--- src/rtl/ptw_pkg.sv ---
// Package for the page table walker: store geometry, descriptor codes,
// the queued transaction type and per-level index and offset helpers.
// Depends on nothing; the top level, front end, back end and testbench import it.
package ptw_pkg;

  // Store geometry and walk depth.
  localparam int STORE_WORDS = 4096;
  localparam int LEVELS      = 4;
  localparam int WORD_W      = $clog2(STORE_WORDS);

  // Field widths.
  localparam int ADDR_W     = 48;
  localparam int DESC_W     = 64;
  localparam int WIDX_W     = 12;
  localparam int GRANULE_W  = 12;
  localparam int TIDX_W     = 9;
  localparam int BASE_W     = ADDR_W - GRANULE_W;
  localparam int FULLWORD_W = BASE_W + TIDX_W;

  // Levels: the walk starts deeper when fewer levels are configured.
  localparam logic [1:0] START_LEVEL = 2'(4 - LEVELS);
  localparam logic [1:0] LAST_LEVEL  = 2'd3;

  // Input queue between the front and the back.
  localparam int QDEPTH = 2;
  localparam int QPTR_W = $clog2(QDEPTH);
  localparam int QCNT_W = $clog2(QDEPTH + 1);

  // Transaction kinds.
  localparam logic KIND_WRITE     = 1'b0;
  localparam logic KIND_TRANSLATE = 1'b1;

  // Descriptor type codes (bits 1:0).
  localparam logic [1:0] DTYPE_INVALID0 = 2'd0;
  localparam logic [1:0] DTYPE_BLOCK    = 2'd1;
  localparam logic [1:0] DTYPE_INVALID2 = 2'd2;
  localparam logic [1:0] DTYPE_TABLE    = 2'd3;

  // One queued input transaction.
  typedef struct packed {
    logic              kind;
    logic [WIDX_W-1:0] word_index;
    logic [DESC_W-1:0] descriptor;
    logic [ADDR_W-1:0] vaddr;
  } ptw_item_t;

  // Table index taken from the virtual address at a given level.
  function automatic logic [TIDX_W-1:0] va_index(input logic [ADDR_W-1:0] va,
                                                 input logic [1:0] level);
    logic [TIDX_W-1:0] idx;
    case (level)
      2'd0:    idx = va[39 +: TIDX_W];
      2'd1:    idx = va[30 +: TIDX_W];
      2'd2:    idx = va[21 +: TIDX_W];
      default: idx = va[12 +: TIDX_W];
    endcase
    return idx;
  endfunction

  // Mask of the virtual address bits kept as page or block offset.
  function automatic logic [ADDR_W-1:0] offset_mask(input logic [1:0] level);
    logic [ADDR_W-1:0] m;
    case (level)
      2'd0:    m = {9'h000, {39{1'b1}}};
      2'd1:    m = {18'h00000, {30{1'b1}}};
      2'd2:    m = {27'h0000000, {21{1'b1}}};
      default: m = {36'h000000000, {12{1'b1}}};
    endcase
    return m;
  endfunction

endpackage

--- src/rtl/ptw_front.sv ---
// Front end of the page table walker: accepts input transactions, keeps
// every field of each, and queues them in order for the back end.
// Depends on ptw_pkg.
module ptw_front (
  input  logic                clk,
  input  logic                rst_n,
  input  logic                push,
  output logic                full,
  input  logic                in_kind,
  input  logic [11:0]         in_word_index,
  input  logic [63:0]         in_descriptor,
  input  logic [47:0]         in_vaddr,
  output logic                q_valid,
  output ptw_pkg::ptw_item_t  q_item,
  input  logic                q_pop
);
  import ptw_pkg::*;

  ptw_item_t         entry_r [QDEPTH];
  logic [QPTR_W-1:0] wr_ptr_r, wr_ptr_nxt;
  logic [QPTR_W-1:0] rd_ptr_r, rd_ptr_nxt;
  logic [QCNT_W-1:0] count_r, count_nxt;
  logic              do_push, do_pop;
  ptw_item_t         new_item;

  // Classify the transaction: only the low bit of kind matters.
  always_comb begin
    new_item.kind       = in_kind ? KIND_TRANSLATE : KIND_WRITE;
    new_item.word_index = in_word_index;
    new_item.descriptor = in_descriptor;
    new_item.vaddr      = in_vaddr;
  end

  assign full    = (count_r == QCNT_W'(QDEPTH));
  assign q_valid = (count_r != '0);
  assign q_item  = entry_r[rd_ptr_r];
  assign do_push = push && !full;
  assign do_pop  = q_pop && q_valid;

  // Pointer and fill count update.
  always_comb begin
    wr_ptr_nxt = wr_ptr_r;
    rd_ptr_nxt = rd_ptr_r;
    count_nxt  = count_r;
    if (do_push) begin
      wr_ptr_nxt = (wr_ptr_r == QPTR_W'(QDEPTH - 1)) ? '0 : wr_ptr_r + 1'b1;
    end
    if (do_pop) begin
      rd_ptr_nxt = (rd_ptr_r == QPTR_W'(QDEPTH - 1)) ? '0 : rd_ptr_r + 1'b1;
    end
    if (do_push && !do_pop) begin
      count_nxt = count_r + 1'b1;
    end else if (do_pop && !do_push) begin
      count_nxt = count_r - 1'b1;
    end
  end

  // Queue control state.
  always_ff @(posedge clk) begin
    if (!rst_n) begin
      wr_ptr_r <= '0;
      rd_ptr_r <= '0;
      count_r  <= '0;
    end else begin
      wr_ptr_r <= wr_ptr_nxt;
      rd_ptr_r <= rd_ptr_nxt;
      count_r  <= count_nxt;
    end
  end

  // Queue storage.
  always_ff @(posedge clk) begin
    if (do_push) begin
      entry_r[wr_ptr_r] <= new_item;
    end
  end

endmodule

--- config.mk ---
export PLATFORM = sky130hd
export DESIGN_NAME = ptw_front
export DESIGN_NICKNAME = d
export VERILOG_FILES = /design/src/rtl/ptw_pkg.sv /design/src/rtl/ptw_front.sv
export SDC_FILE = /design/constraint.sdc
export NUM_CORES = 1
export LEC_CHECK = 0
export ABC_AREA = 1
export BUFFER_PORTS_ARGS = -buffer_cell sky130_fd_sc_hd__buf_2
export CORE_MARGIN = 2
export CORE_UTILIZATION = 35
export DETAILED_ROUTE_END_ITERATION = 6
export GPL_TIMING_DRIVEN = 0
export HOLD_SLACK_MARGIN = 0.1
export PLACE_DENSITY = 0.6
export SLEW_MARGIN = 20
export SYNTH_ARGS = -nofsm -noshare
export SYNTH_HDL_FRONTEND = slang
export SYNTH_SLANG_ARGS = --single-unit
export TNS_END_PERCENT = 20
--- constraint.sdc ---
create_clock -name clk -period 9.32 [get_ports clk]
set_clock_uncertainty 0.1 [all_clocks]
set_input_delay 1.864 -clock clk [delete_from_list [all_inputs] [get_ports clk]]
set_output_delay 1.864 -clock clk [all_outputs]
set_load 0.02 [all_outputs]
**Word-level counts from Yosys, hierarchy flattened**

Memory sizes are Yosys's and may differ from the RTL's. A register that Yosys moved wholly into a read port is not among the register bits.
Index checks and enable logic that the tools add are counted.

- Reduce and logical (&&, ||, !) cells: 9
- Multiplexer cells: 9
- Add/sub/neg operators: 4
- Equality and inequality tests: 1

Operators by type and width:

| operator | number |
|---|---|
| 1-bit two-way mux | 7 |
| 1-bit logical AND | 4 |
| 2-bit two-way mux | 2 |
| 2-bit nonzero test | 2 |
| 1-bit logical NOT | 3 |
| 1-bit adder (second input constant) | 2 |
| 2-bit by 1-bit adder with 2-bit output (second input constant) | 1 |
| 2-bit == test (second input constant) | 1 |
| 2-bit by 1-bit subtractor with 2-bit output (second input constant) | 1 |

- Bits in writable memories: 250
- Logic and storage cells: 27
- Memories kept: 1
- Flip-flop bits (word level): 4
- Bits of input ports: 129
- Output and inout bits: 127

Memory list:

| name | words | bits a word | read ports | clocked after Yosys merged registers in | write ports | line | source |
|---|---|---|---|---|---|---|---|
| entry_r | 2 | 125 | 1 | 1 | 1 | ptw_front.sv:19 | `ptw_item_t entry_r [QDEPTH];` |

**Depth between registers and ports, before layout**

- Depth in word-level cells: 7
- Gate-level depth with buffers: 10
- Depth with buffers taken out: 10

**Worst setup path after synthesis**

OpenSTA, ideal clock, no wires.

- Path type: input-to-reg
- Start point: input push
- End point: memory entry_r[0][0] in the netlist's numbering, enable pin
- Required time: 8.609 ns
- Arrival time: 7.213 ns
- Path buffers: 0
- Slack: 1.395 ns
- Library setup time: 0.611 ns
- Stages: 2
- Cells stage by stage: o21ai_0 > nor2_1

- Word-level cells in the longest chain between the ends: 3

Ends and longest elaborated chain:

| item | line | source |
|---|---|---|
| start: declaration | ptw_front.sv:7 | `input logic push,` |
| 1-bit logical AND | ptw_front.sv:37 | `assign do_push = push && !full;` |
| 1-bit two-way mux | ptw_front.sv:73 | `if (do_push) begin` |
| 1-bit two-way mux (not written as such) | ptw_front.sv:74 | `entry_r[wr_ptr_r] <= new_item;` |
| end: declaration | ptw_front.sv:19 |  |

Every way passes these cells.

==> impl_results.md <==
- RSZ-0062 raised after global routing: no
- Net total in the final layout: around 850
- Total number of vias: 4854
- Min Tclk post-route: 3.833 ns
- Run status: finished, final reports clean
- Gate power share: 27.3%
- Avg Vias per Cell: 4.478
- Sink Count: 255
- FILL cells: 2372
- Mapped Area: approximately 9500 µm²
- Arrival time worst endpoint: about 1.9 ns
- CTS resizes: 0
- Maximum fanout along the worst path: 10
- P_leak: 4.705 nW
- Net switching power: ~970 µW
- Critical setup path kind: reg2out
- Startpoint Class: flop
- Synth unique cells: 15
- Final Wtd Congestion: 0.7085
- VDD IR max: ~0.15 mV
- Clk pin slew, worst setup/hold paths: ~0.060 ns
- Area growth, synth to finish: 29.99%
- Initial Util: 35.39%
- WHS Path Cells: 2
- Period utilization: slightly above 40%
- Yosys top cell area share: around four fifths
- Reg2reg setup slack: 6.74 ns
- Reg2Reg Capture Point: entry_r[0][77]
- Worst path required time: 7.36 ns
- Worst Max-Slew Pin Slew: 0.8032 ns
- Hold Path Class: reg2reg
- Port Buffers: 255
- Synth area leader: edfxtp_1
- Row cnt: 60
- Core Area: approximately 27000 µm²
- Synth warnings: 0
- Drt first pass iters: 4
- Die height: 168.4 µm
- DR WL/cell: 16.83 µm
- Total Routing Usage GR: 12.24%
- Synth Area per Inst: 22.20 µm²
- CP top delay family: buffers and inverters
- Cell mode on critical path: buf_6
- Die W: ~170 µm
- HPWL Detailed: 12870 µm
- Number of max-cap violations: 0
- Crit path capture type: output port
- Vias in the first global route: approximately 5000
- # setup viols final: 0
- CTS tree: yes
- CP Cell Sequence: buf_6 -> buf_6 -> buf_6 -> mux2_4 -> buf_2
- Initial antenna violation count: 3
- Worst path bufs/invs: 4
- DRC: 0
- Post-route cell area: about 12000 µm²
- H-tree levels: 1
- Largest net degree at the start of global routing: 24
- Num CTS Buffers: 27
- Hold WS: 0.4183 ns
- Cts hold-fix bufs: 0
- Sequential share of power: 43.5%
- R2R depth: 6
- Die area: 28350 µm²
- Dpl cell area: between 10000 and 15000 µm²
- Internal: 2.431 mW
- First-pass GRT wire length: around 27000 µm
- Min-delay src: rd_ptr_r
- Clk_lat worst skew: 0.53 ns
- Post-synth net total: ~560
- Final Hold Fails: 0
- Relative slew slack: 45.89%
- Largest cells by area after synthesis: edfxtp_1 (79%), mux2_2 (8.9%), mux2_4 (7.9%)
- Fmax: 0.2609 GHz
- Cell count after synthesis: 426
- Sequential area share after synthesis: 80.43%
- I/O pin cnt: approximately 260
- Clock Power Share: 29.2%
- Max Transition Viols Final: 0
- Ratio of cells with drive above 1 in the final layout: approximately three fifths
- Switch share: between 20% and 30%
- R2R Path Start: count_r[0]
- Root Buffer Master: clkbuf_16
- 1st-iter DRT viols: 249
- Synthesized flop and latch total: 255
- Post-DRT Antenna Nets: 0
- Commonest non-fill, non-tap cell in the layout: buf_2
- Overflow after GRT: 0
- Final wirelength: 18250 µm
- Clock buffer depth: 3
- Pwr/cell area: 277.0 nW/µm²
- Setup bufs post-CTS: 0
- Crit-path slowest cell: dfxtp_1
- Commonest cells after routing, fill and taps aside: buf_2 (262), edfxtp_1 (250), mux2_2 (75)
- Critical path's largest stage delay: about 0.32 ns
-- synthesized netlist by cell type --
cell / n
nand4_1: 1
ha_1: 1
mux2_4: 50
inv_1: 8
buf_2: 7
nand2_1: 7
dfxtp_1: 5
nand3_1: 1
buf_6: 7
nor2_1: 9
edfxtp_1: 250
o21ai_0: 3
a21oi_1: 1
mux2_2: 75
o21a_1: 1
-- power by group through the flow --
stage                     combinational [mW]  sequential (mW)  clock, mW
after floorplan                        0.606             1.53          0
after global placement                 0.878             1.56          0
after detailed placement               0.948             1.51          0
after CTS                              0.951             1.48       1.03
after global routing                   0.993             1.50       1.07
final                                  0.929             1.48      0.996
-- cell type report --
cell class	instances	area, µm²	area share [%]
Clock buffer	35	705.7	5.740
Buffer	14	113.9	0.9261
Multi-Input combinational cell	149	1722	14.00
Tap cell	341	426.7	3.470
Timing Repair Buffer	267	1569	12.76
Antenna cell	1	2.502	0.02035
Inverter	8	30.03	0.2442
Clock inverter	14	117.6	0.9566
Sequential cell	255	7607	61.88
-- per-stage QoR --
step           worst slack (ns)  utilization, %  TNS [ns]  cells  total power [mW]
2_1_floorplan             1.395               -         0    426             2.139
3_3_place_gp             -2.153           41.76   -531.47   1022             2.440
3_5_place_dp              5.163           42.91         0   1034             2.455
4_1_cts                   5.398           45.99         0   1083             3.464
5_1_grt                   5.386           46.00         0   1084             3.554
6_report                  5.487           46.00         0   1084             3.405
-- per-layer routing --
layer	GRT usage [%]	vias to the layer above	wire, µm
met5	0	-	27
met4	3.973	4	593
met3	4.231	39	1371
met2	21.35	179	9049
met1	14.13	2364	7204
li1	-	2268	-
-- flip-flops by register name, summed over array words and instances (netlist names), named ones only --
name and count:
wr_ptr_r 1, rd_ptr_r 1, entry_r 250, count_r 2
-- logic make-up (layout without fill, tap and decap cells) --
group	after synthesis	after routing	share of synthesized area [%]
DFF	255	255	80.43
muxes	125	125	16.87
buffers and inverters	22	338	1.521
and+or+nand+nor	18	18	0.7541
AOI/OAI and AO/OA	5	5	0.2910
adders and majority gates	1	1	0.1323
other	0	1	0
-- how the worst max path moves through the flow --
stage / start / endpoint / slack [ns] / depth (start not counted)
2_1_floorplan: push / entry_r[0][0] / 1.40 / 2
3_3_place_gp: push / entry_r[0][76] / -2.15 / 3
3_5_place_dp: push / entry_r[0][78] / 5.16 / 7
4_1_cts: flop / q_item[90] / 5.40 / 5
5_1_grt: flop / q_item[90] / 5.39 / 5
6_report: flop / q_item[87] / 5.49 / 5
-- tightest hold or removal path, stage by stage (launching register included) --
cell	delay (ns)
dfxtp_1	0.33
nor2_1	0.06
nor2_1	0.09
Note: power is estimated with default switching activity, not from simulation.
